$ cat src/rtl/core/kce_pkg.sv
// Shared types, constants and codes of the k-means clustering engine.
`timescale 1ns / 1ps

package kce_pkg;

  // Sizes of the engine
  localparam int MAX_PATTERNS   = 1024;
  localparam int MAX_CLUSTERS   = 8;
  localparam int MAX_DIMENSIONS = 8;
  localparam int COORD_WIDTH    = 16;
  localparam int MAX_ITERATIONS = 65535;

  localparam int PAT_IW = $clog2(MAX_PATTERNS);
  localparam int DIM_IW = $clog2(MAX_DIMENSIONS);
  localparam int CL_IW  = $clog2(MAX_CLUSTERS);
  localparam int PAT_AW = PAT_IW + DIM_IW;
  localparam int CEN_AW = CL_IW + DIM_IW;

  localparam int NP_W   = $clog2(MAX_PATTERNS + 1);
  localparam int K_W    = $clog2(MAX_CLUSTERS + 1);
  localparam int D_W    = $clog2(MAX_DIMENSIONS + 1);
  localparam int ITER_W = 16;
  localparam int LAB_W  = 4;
  localparam int FRAC   = 8;
  localparam int CEN_W  = 24;
  localparam int SUM_W  = 34;
  localparam int DIFF_W = CEN_W + 1;
  localparam int SQ_W   = 2 * DIFF_W;
  localparam int DIST_W = SQ_W + DIM_IW;
  localparam int CNT_W  = NP_W;
  localparam int CFG_IW = 2;
  localparam int CFG_DW = 16;

  localparam logic [LAB_W-1:0] LABEL_NONE = LAB_W'(8);

  typedef enum logic [1:0] {
    KIND_LOAD  = 2'd0,
    KIND_SEED  = 2'd1,
    KIND_RUN   = 2'd2,
    KIND_QUERY = 2'd3
  } kind_e;

  typedef enum logic [CFG_IW-1:0] {
    CFG_NUM_PATTERNS   = 2'd0,
    CFG_NUM_CLUSTERS   = 2'd1,
    CFG_MAX_ITERATIONS = 2'd2,
    CFG_DIMENSIONS     = 2'd3
  } cfg_idx_e;

  typedef enum logic {
    CEN_W_SEED = 1'b0,
    CEN_W_MEAN = 1'b1
  } cen_wsel_e;

  typedef enum logic {
    SUM_W_CLEAR = 1'b0,
    SUM_W_ACC   = 1'b1
  } sum_wsel_e;

  typedef enum logic [4:0] {
    ST_IDLE,
    ST_LOAD,
    ST_SEED_RD,
    ST_SEED_WR,
    ST_QRY_RD,
    ST_QRY_OUT,
    ST_A_LAB,
    ST_A_RD,
    ST_A_MUL,
    ST_A_ACC,
    ST_A_CMP,
    ST_A_WR,
    ST_A_END,
    ST_U_CLR,
    ST_U_LAB,
    ST_U_CHK,
    ST_U_RD,
    ST_U_ADD,
    ST_U_DCL,
    ST_U_DRD,
    ST_U_DIV,
    ST_U_DWAIT,
    ST_U_END,
    ST_O_RD,
    ST_O_OUT
  } st_e;

  typedef struct packed {
    kind_e                   kind;
    logic [PAT_IW-1:0]       pattern_index;
    logic [DIM_IW-1:0]       coordinate;
    logic signed [COORD_WIDTH-1:0] value;
    logic [CL_IW-1:0]        cluster;
  } in_item_t;

  typedef struct packed {
    logic [CL_IW-1:0]        cluster_res;
    logic [DIM_IW-1:0]       coordinate_res;
    logic signed [CEN_W-1:0] centroid_value;
    logic [LAB_W-1:0]        label;
    logic [ITER_W-1:0]       iterations;
    logic                    last;
  } out_item_t;

  // Commands from the controller to the datapath
  typedef struct packed {
    logic                    pat_we;
    logic                    pat_re;
    logic [PAT_AW-1:0]       pat_addr;
    logic signed [COORD_WIDTH-1:0] pat_wdata;
    logic                    cen_we;
    logic                    cen_re;
    cen_wsel_e               cen_wsel;
    logic [CEN_AW-1:0]       cen_addr;
    logic                    sum_we;
    logic                    sum_re;
    sum_wsel_e               sum_wsel;
    logic [CEN_AW-1:0]       sum_addr;
    logic                    lab_we;
    logic                    lab_re;
    logic [PAT_IW-1:0]       lab_addr;
    logic                    sq_en;
    logic                    dist_clr;
    logic                    dist_acc;
    logic                    best_take;
    logic                    first_c;
    logic                    cnt_clr;
    logic                    cnt_inc;
    logic                    div_start;
    logic                    out_cen;
    logic                    out_lab;
    logic                    lab_none;
    logic                    out_last;
    logic [CL_IW-1:0]        cl;
    logic [DIM_IW-1:0]       dim;
    logic [ITER_W-1:0]       iters;
  } dp_cmd_t;

  // Status from the datapath to the controller
  typedef struct packed {
    logic [LAB_W-1:0] lab;
    logic             lab_changed;
    logic             cnt_zero;
    logic             div_done;
    logic             out_free;
  } dp_sts_t;

endpackage

$ cat src/rtl/core/kce_ctrl.sv
// Controller: configuration registers, loop counters and the sequencing FSM.
`timescale 1ns / 1ps

module kce_ctrl (
  input  logic                         clk_i,
  input  logic                         rst_ni,
  input  logic                         in_valid_i,
  output logic                         in_ready_o,
  input  kce_pkg::in_item_t            in_item_i,
  input  logic                         cfg_valid_i,
  output logic                         cfg_ready_o,
  input  logic [kce_pkg::CFG_IW-1:0]   cfg_index_i,
  input  logic [kce_pkg::CFG_DW-1:0]   cfg_wdata_i,
  output kce_pkg::dp_cmd_t             cmd_o,
  input  kce_pkg::dp_sts_t             sts_i
);
  import kce_pkg::*;

  st_e               state_q, state_d;
  in_item_t          item_q, item_d;
  logic [PAT_IW-1:0] p_q, p_d;
  logic [CL_IW-1:0]  c_q, c_d;
  logic [DIM_IW-1:0] j_q, j_d;
  logic [ITER_W-1:0] it_q, it_d;
  logic              chg_q, chg_d;
  logic              first_q, first_d;
  logic              ran_q, ran_d;
  logic [NP_W-1:0]   last_np_q, last_np_d;

  logic [NP_W-1:0]   np_q;
  logic [K_W-1:0]    k_q;
  logic [ITER_W-1:0] mi_q;
  logic [D_W-1:0]    d_q;

  logic [NP_W-1:0]   np_eff;
  logic [K_W-1:0]    k_eff;
  logic [D_W-1:0]    d_eff;
  logic [ITER_W-1:0] mi_eff;
  logic              last_p, last_c, last_j;

  // Configuration registers
  assign cfg_ready_o = 1'b1;

  always_ff @(posedge clk_i or negedge rst_ni) begin
    if (!rst_ni) begin
      np_q <= NP_W'(1);
      k_q  <= K_W'(2);
      mi_q <= ITER_W'(100);
      d_q  <= D_W'(2);
    end else if (cfg_valid_i) begin
      unique case (cfg_idx_e'(cfg_index_i))
        CFG_NUM_PATTERNS:   np_q <= cfg_wdata_i[NP_W-1:0];
        CFG_NUM_CLUSTERS:   k_q  <= cfg_wdata_i[K_W-1:0];
        CFG_MAX_ITERATIONS: mi_q <= cfg_wdata_i[ITER_W-1:0];
        CFG_DIMENSIONS:     d_q  <= cfg_wdata_i[D_W-1:0];
        default:            ;
      endcase
    end
  end

  // Clamp the values in use into their ranges
  assign np_eff = (np_q == '0) ? NP_W'(1) :
                  (np_q > NP_W'(MAX_PATTERNS)) ? NP_W'(MAX_PATTERNS) : np_q;
  assign k_eff  = (k_q == '0) ? K_W'(1) :
                  (k_q > K_W'(MAX_CLUSTERS)) ? K_W'(MAX_CLUSTERS) : k_q;
  assign d_eff  = (d_q == '0) ? D_W'(1) :
                  (d_q > D_W'(MAX_DIMENSIONS)) ? D_W'(MAX_DIMENSIONS) : d_q;
  assign mi_eff = (mi_q == '0) ? ITER_W'(1) : mi_q;

  assign last_p = p_q == PAT_IW'(np_eff - 1'b1);
  assign last_c = c_q == CL_IW'(k_eff - 1'b1);
  assign last_j = j_q == DIM_IW'(d_eff - 1'b1);

  // State and counters
  always_ff @(posedge clk_i or negedge rst_ni) begin
    if (!rst_ni) begin
      state_q   <= ST_IDLE;
      p_q       <= '0;
      c_q       <= '0;
      j_q       <= '0;
      it_q      <= '0;
      chg_q     <= 1'b0;
      first_q   <= 1'b0;
      ran_q     <= 1'b0;
      last_np_q <= '0;
    end else begin
      state_q   <= state_d;
      p_q       <= p_d;
      c_q       <= c_d;
      j_q       <= j_d;
      it_q      <= it_d;
      chg_q     <= chg_d;
      first_q   <= first_d;
      ran_q     <= ran_d;
      last_np_q <= last_np_d;
    end
  end

  // Hold the accepted transaction
  always_ff @(posedge clk_i) begin
    item_q <= item_d;
  end

  // Next state and counter updates
  always_comb begin
    state_d   = state_q;
    item_d    = item_q;
    p_d       = p_q;
    c_d       = c_q;
    j_d       = j_q;
    it_d      = it_q;
    chg_d     = chg_q;
    first_d   = first_q;
    ran_d     = ran_q;
    last_np_d = last_np_q;
    unique case (state_q)
      ST_IDLE: begin
        if (in_valid_i) begin
          item_d = in_item_i;
          j_d    = '0;
          unique case (in_item_i.kind)
            KIND_LOAD:  state_d = ST_LOAD;
            KIND_SEED:  state_d = ST_SEED_RD;
            KIND_QUERY: state_d = ST_QRY_RD;
            KIND_RUN: begin
              ran_d     = 1'b1;
              last_np_d = np_eff;
              it_d      = '0;
              first_d   = 1'b1;
              chg_d     = 1'b0;
              p_d       = '0;
              state_d   = ST_A_LAB;
            end
          endcase
        end
      end
      ST_LOAD:    state_d = ST_IDLE;
      ST_SEED_RD: state_d = ST_SEED_WR;
      ST_SEED_WR: begin
        if (&j_q) begin
          state_d = ST_IDLE;
        end else begin
          j_d     = j_q + 1'b1;
          state_d = ST_SEED_RD;
        end
      end
      ST_QRY_RD:  state_d = ST_QRY_OUT;
      ST_QRY_OUT: begin
        if (sts_i.out_free) begin
          state_d = ST_IDLE;
        end
      end
      // Assign phase
      ST_A_LAB: begin
        c_d     = '0;
        j_d     = '0;
        state_d = ST_A_RD;
      end
      ST_A_RD:  state_d = ST_A_MUL;
      ST_A_MUL: state_d = ST_A_ACC;
      ST_A_ACC: begin
        if (last_j) begin
          state_d = ST_A_CMP;
        end else begin
          j_d     = j_q + 1'b1;
          state_d = ST_A_RD;
        end
      end
      ST_A_CMP: begin
        if (last_c) begin
          state_d = ST_A_WR;
        end else begin
          c_d     = c_q + 1'b1;
          j_d     = '0;
          state_d = ST_A_RD;
        end
      end
      ST_A_WR: begin
        if (first_q || sts_i.lab_changed) begin
          chg_d = 1'b1;
        end
        if (last_p) begin
          state_d = ST_A_END;
        end else begin
          p_d     = p_q + 1'b1;
          state_d = ST_A_LAB;
        end
      end
      ST_A_END: begin
        it_d    = it_q + 1'b1;
        c_d     = '0;
        j_d     = '0;
        state_d = chg_q ? ST_U_CLR : ST_O_RD;
      end
      // Update phase
      ST_U_CLR: begin
        {c_d, j_d} = {c_q, j_q} + 1'b1;
        if (&{c_q, j_q}) begin
          p_d     = '0;
          state_d = ST_U_LAB;
        end
      end
      ST_U_LAB: state_d = ST_U_CHK;
      ST_U_CHK: begin
        if (sts_i.lab < LAB_W'(k_eff)) begin
          j_d     = '0;
          state_d = ST_U_RD;
        end else if (last_p) begin
          c_d     = '0;
          state_d = ST_U_DCL;
        end else begin
          p_d     = p_q + 1'b1;
          state_d = ST_U_LAB;
        end
      end
      ST_U_RD: state_d = ST_U_ADD;
      ST_U_ADD: begin
        if (!last_j) begin
          j_d     = j_q + 1'b1;
          state_d = ST_U_RD;
        end else if (last_p) begin
          c_d     = '0;
          state_d = ST_U_DCL;
        end else begin
          p_d     = p_q + 1'b1;
          state_d = ST_U_LAB;
        end
      end
      ST_U_DCL: begin
        j_d = '0;
        if (!sts_i.cnt_zero) begin
          state_d = ST_U_DRD;
        end else if (last_c) begin
          state_d = ST_U_END;
        end else begin
          c_d = c_q + 1'b1;
        end
      end
      ST_U_DRD: state_d = ST_U_DIV;
      ST_U_DIV: state_d = ST_U_DWAIT;
      ST_U_DWAIT: begin
        if (sts_i.div_done) begin
          if (!last_j) begin
            j_d     = j_q + 1'b1;
            state_d = ST_U_DRD;
          end else if (last_c) begin
            state_d = ST_U_END;
          end else begin
            c_d     = c_q + 1'b1;
            state_d = ST_U_DCL;
          end
        end
      end
      ST_U_END: begin
        c_d = '0;
        j_d = '0;
        if (it_q < mi_eff) begin
          p_d     = '0;
          first_d = 1'b0;
          chg_d   = 1'b0;
          state_d = ST_A_LAB;
        end else begin
          state_d = ST_O_RD;
        end
      end
      // Emit the centroids
      ST_O_RD: state_d = ST_O_OUT;
      ST_O_OUT: begin
        if (sts_i.out_free) begin
          if (!last_j) begin
            j_d     = j_q + 1'b1;
            state_d = ST_O_RD;
          end else if (last_c) begin
            state_d = ST_IDLE;
          end else begin
            c_d     = c_q + 1'b1;
            j_d     = '0;
            state_d = ST_O_RD;
          end
        end
      end
      default: state_d = ST_IDLE;
    endcase
  end

  // Datapath commands
  always_comb begin
    cmd_o           = '0;
    cmd_o.pat_addr  = {p_q, j_q};
    cmd_o.pat_wdata = item_q.value;
    cmd_o.cen_addr  = {c_q, j_q};
    cmd_o.cen_wsel  = CEN_W_SEED;
    cmd_o.sum_addr  = {c_q, j_q};
    cmd_o.sum_wsel  = SUM_W_CLEAR;
    cmd_o.lab_addr  = p_q;
    cmd_o.cl        = c_q;
    cmd_o.dim       = j_q;
    cmd_o.iters     = it_q;
    cmd_o.first_c   = c_q == '0;
    cmd_o.out_last  = last_c && last_j;
    cmd_o.lab_none  = !(ran_q && (NP_W'(item_q.pattern_index) < last_np_q));
    in_ready_o      = 1'b0;
    unique case (state_q)
      ST_IDLE:    in_ready_o = 1'b1;
      ST_LOAD: begin
        cmd_o.pat_we   = 1'b1;
        cmd_o.pat_addr = {item_q.pattern_index, item_q.coordinate};
      end
      ST_SEED_RD: begin
        cmd_o.pat_re   = 1'b1;
        cmd_o.pat_addr = {item_q.pattern_index, j_q};
      end
      ST_SEED_WR: begin
        cmd_o.cen_we   = 1'b1;
        cmd_o.cen_addr = {item_q.cluster, j_q};
      end
      ST_QRY_RD: begin
        cmd_o.lab_re   = 1'b1;
        cmd_o.lab_addr = item_q.pattern_index;
      end
      ST_QRY_OUT: cmd_o.out_lab = sts_i.out_free;
      ST_A_LAB: begin
        cmd_o.lab_re   = 1'b1;
        cmd_o.dist_clr = 1'b1;
      end
      ST_A_RD: begin
        cmd_o.pat_re = 1'b1;
        cmd_o.cen_re = 1'b1;
      end
      ST_A_MUL:   cmd_o.sq_en = 1'b1;
      ST_A_ACC:   cmd_o.dist_acc = 1'b1;
      ST_A_CMP: begin
        cmd_o.best_take = 1'b1;
        cmd_o.dist_clr  = 1'b1;
      end
      ST_A_WR:    cmd_o.lab_we = 1'b1;
      ST_A_END:   ;
      ST_U_CLR: begin
        cmd_o.sum_we  = 1'b1;
        cmd_o.cnt_clr = 1'b1;
      end
      ST_U_LAB:   cmd_o.lab_re = 1'b1;
      ST_U_CHK:   cmd_o.cnt_inc = sts_i.lab < LAB_W'(k_eff);
      ST_U_RD: begin
        cmd_o.pat_re   = 1'b1;
        cmd_o.sum_re   = 1'b1;
        cmd_o.sum_addr = {sts_i.lab[CL_IW-1:0], j_q};
      end
      ST_U_ADD: begin
        cmd_o.sum_we   = 1'b1;
        cmd_o.sum_wsel = SUM_W_ACC;
        cmd_o.sum_addr = {sts_i.lab[CL_IW-1:0], j_q};
      end
      ST_U_DCL:   ;
      ST_U_DRD:   cmd_o.sum_re = 1'b1;
      ST_U_DIV:   cmd_o.div_start = 1'b1;
      ST_U_DWAIT: begin
        cmd_o.cen_we   = sts_i.div_done;
        cmd_o.cen_wsel = CEN_W_MEAN;
      end
      ST_U_END:   ;
      ST_O_RD:    cmd_o.cen_re = 1'b1;
      ST_O_OUT:   cmd_o.out_cen = sts_i.out_free;
      default:    ;
    endcase
  end

endmodule

$ cat config.mk
export PLATFORM = sky130hd
export DESIGN_NAME = kce_ctrl
export DESIGN_NICKNAME = d
export VERILOG_FILES = /design/src/rtl/core/kce_pkg.sv /design/src/rtl/core/kce_ctrl.sv
export SDC_FILE = /design/constraint.sdc
export NUM_CORES = 1
export LEC_CHECK = 0
export ABC_CLOCK_PERIOD_IN_PS = 4330
export BUFFER_PORTS_ARGS = -buffer_cell sky130_fd_sc_hd__buf_2
export CAP_MARGIN = 20
export CORE_AREA = 8 8 157 144
export CTS_CLUSTER_DIAMETER = 80
export DETAILED_ROUTE_END_ITERATION = 8
export DIE_AREA = 0 0 165 152
export HOLD_SLACK_MARGIN = 0.08
export PLACE_DENSITY = 0.7
export SETUP_SLACK_MARGIN = 0.02
export SLEW_MARGIN = 20
export SYNTH_ARGS = -nofsm -noshare
export SYNTH_HDL_FRONTEND = slang
export SYNTH_SLANG_ARGS = --single-unit
export TNS_END_PERCENT = 10
$ cat constraint.sdc
create_clock -name clk_i -period 4.33 [get_ports clk_i]
set_clock_uncertainty 0.05 [all_clocks]
set_input_delay 0.2165 -clock clk_i [delete_from_list [all_inputs] [get_ports clk_i]]
set_output_delay 0.2165 -clock clk_i [all_outputs]
set_load 0.05 [all_outputs]
==> reports/results.ini <==
[run_status]
run_status = completed

[clocking]
cts.sinks = 118
root_buffer = clkbuf_16
post_cts_resize_count = 0
clk_pin_slew_ns = 0.06
h-tree-depth = 4
cts_max_path_buffers = 2
cts_made_buffers = 17
cts_setup_buffers = 0
clk_latency_ns = 0.43
cts_hold_buf = 50
tritoncts = built

[global_route]
grt_pass1_wl_microns = 38280
antenna_found_initial = 0
grt_usage_pct = 19.11
grt_max_degree = 48
grt_pass1_vias = 7113
grt_overflow = 0

[min_path]
hold_class = in -> reg
min_path_cells = 3
hp-start = sts_i[2]
min_to = state_q[1]

[setup_path]
worstSetupEndpointType = register
critPathKind = reg -> reg
rr_worst_depth = 12
slowest_stage = nor3_1
r2r_slack_ns = 0.34
worstReg2RegStart = np_q[8]
crit_arrival_ns = 4.29
slowest_delay_ns = 0.55
r2r-end = state_q[3]
cp-start-kind = register
path_cells = nor3_1, a41oi_1, nor2_1, inv_1, ha_1, xnor3_1, nor2_1, nor4_1, nand4_1, a2111o_1, or4_1, nand4_1
required_ns = 4.63
crit_fanout = 13

[floorplan]
die_height_microns = 152
start_util_pct = 39.64
die_w_microns = 165
core-area_sq_um = 19800
core.rowCount = 49
pin_count = 161
die_area_sq_um = 25080

[power_and_ir_drop]
clkPwrFrac_pct = 21.6
totalPowerFinal_mw = 6.365
power_density_nw_per_um2 = 647.3
swShare_pct = 48.73
pwr-share-comb_pct = 50.4
p_int_mw = 3.263
switching_power_mw = 3.101
p_leak_nw = 4.478
vdd_drop_max_mv = 0.3947
seqPwrFrac_pct = 28.0

[detailed_routing]
drc = 0
drtIter0Drc = 638
vias = 7287
drt-total-wl_microns = 24230
final_antenna_net_count = 0
avgRoutedWirePerCell_microns = 18.74
first_pass_iters = 5
avgViaCountPerCell = 5.636

[yosys]
syn_nets = 947
yosysWarnings = 0
synth_flop_cell = dfrtp_1
ys_top_cells_by_area = dfrtp_1 26%, edfxtp_1 12%, mux2_2 8.5%
synth_most_common_cell = dfrtp_1
synth_commonest_cells = 80 x dfrtp_1, 75 x nand2_1, 61 x nor2_1, 61 x o21ai_0, 59 x mux2_2
syn_area_sq_um = 7850
synth_seq_area_share_pct = 39.75
synthArstFlopShare_pct = 72.88
synth_area_per_cell_sq_um = 9.301
synth_top_area_share_pct = 25.50
ys_seq_elements = 118
ys_types = 78
syn_inst = 844
synth_edf_count = 32
synth_area_leader_cell = dfrtp_1

[place]
hpwlAfterDp_microns = 17870
place_congestion = 0.9891
portBuffers = 159

[timing]
max_freq_mhz = 250.5
finalCritPeriodShare_pct = 92.21
hold_viol = 0
min_period_ns = 3.993
tightest_slew_ns = 1.016
relSlewSlack_pct = 31.83
drv_slew = 0
grt_setup_unrepaired = false
setup_viol = 0
finalSetupTns_ns = 0

[cells_and_area]
nets = 1128
diodes = 0
drive_above_1_share_pct = 27.75
area_delta_synth_final_pct = 25.25
fill_cells = 1861
utilization_pct = 49.65

[job]
drv_cap = 0

-- registers in the layout (all words and copies together) (netlist names) --
name	cells
c_q	3
chg_q	1
cmd_o	16
d_q	4
first_q	1
it_q	16
item_q	16
j_q	3
k_q	4
last_np_q	11
mi_q	16
np_q	11
p_q	10
ran_q	1
state_q	5
-- worst max path at each step --
| stage | slack, ns | from | cells past startpoint | end |
|---|---|---|---|---|
| 2_1_floorplan | 0.40 | state_q[4] | 5 | cmd_o[44] |
| 3_3_place_gp | 0.50 | np_q[8] | 12 | state_q[3] |
| 3_5_place_dp | 0.39 | np_q[8] | 12 | state_q[3] |
| 4_1_cts | 0.36 | np_q[8] | 12 | state_q[3] |
| 5_1_grt | 0.06 | np_q[8] | 12 | state_q[3] |
| 6_report | 0.34 | np_q[8] | 12 | state_q[3] |
-- cells in the final DEF (no fill, tap or decap), types with 15 or more instances in the layout --
cell type / netlist / final
buf_2: 3 / 158
nor4_1: 15 / 15
nand2_1: 75 / 75
nor3_1: 25 / 25
a21oi_1: 37 / 37
ha_1: 39 / 39
dfrtp_1: 80 / 80
buf_4: 24 / 15
nand2b_1: 16 / 16
clkbuf_16: 0 / 19
nand3_1: 30 / 30
inv_1: 44 / 44
dlygate4sd3_1: 0 / 50
nor2_1: 61 / 61
mux2_2: 59 / 59
edfxtp_1: 32 / 32
o21ai_0: 61 / 61
-- power groups by stage --
| stage | logic (mW) | registers, mW | clock network (mW) |
|---|---|---|---|
| floorplan | 2.33 | 1.83 | 0 |
| global route | 3.46 | 1.83 | 1.45 |
| detailed placement | 3.15 | 1.80 | 0 |
| finish | 3.21 | 1.78 | 1.37 |
| CTS | 3.20 | 1.78 | 1.40 |
| global placement | 3.12 | 1.79 | 0 |
-- layout make-up --
| cell class | count | area, sq um | share of cell area [%] |
|---|---|---|---|
| Multi-Input combinational cell | 620 | 4239 | 43.12 |
| Sequential cell | 118 | 3120 | 31.74 |
| Clock buffer | 19 | 475.5 | 4.836 |
| Inverter | 45 | 168.9 | 1.718 |
| Clock inverter | 13 | 105.1 | 1.069 |
| Tap cell | 255 | 319.1 | 3.245 |
| Timing Repair Buffer | 223 | 1404 | 14.28 |
-- critical path: cells and delay by family (launching register included) --
kind,cells,cell delay (ns)
buffers and inverters,1,0.07
AO/OA/AOI/OAI,2,0.83
AND/OR/NAND/NOR,7,1.70
flip-flops,1,0.49
XOR/XNOR,1,0.43
adder cells (fa/ha/maj),1,0.34
-- metal layers --
layer	share of wire [%]	track usage [%]
met5	0	0
met4	1.8	5.789
met3	8.8	4.781
met2	45	29.40
met1	44	25.85
-- logic make-up (layout without fill, tap and decap cells) --
kind of cell	after synthesis	in the layout	share of synthesized area [%]
multiplexers	62	62	8.910
buffers and inverters	106	300	6.264
adder cells (fa/ha/maj)	39	39	6.216
AND/OR/NAND/NOR	299	299	19.72
flip-flops	118	118	39.75
AO/OA/AOI/OAI	202	202	17.02
other	1	1	0.04777
XOR/XNOR	17	17	2.072
-- through the flow --
step	area (sq um)	std cells	worst slack, ns	hold slack [ns]
finish	9832	1293	0.3374	0.1426
floorplan	7850	844	0.3968	-0.1291
global route	9832	1293	0.05585	0.1394
CTS	9832	1293	0.3606	0.1061
detailed placement	8751	1211	0.3926	0.1982
global placement	8751	1211	0.4953	0.1960
Note: power is estimated with default switching activity, not from simulation.
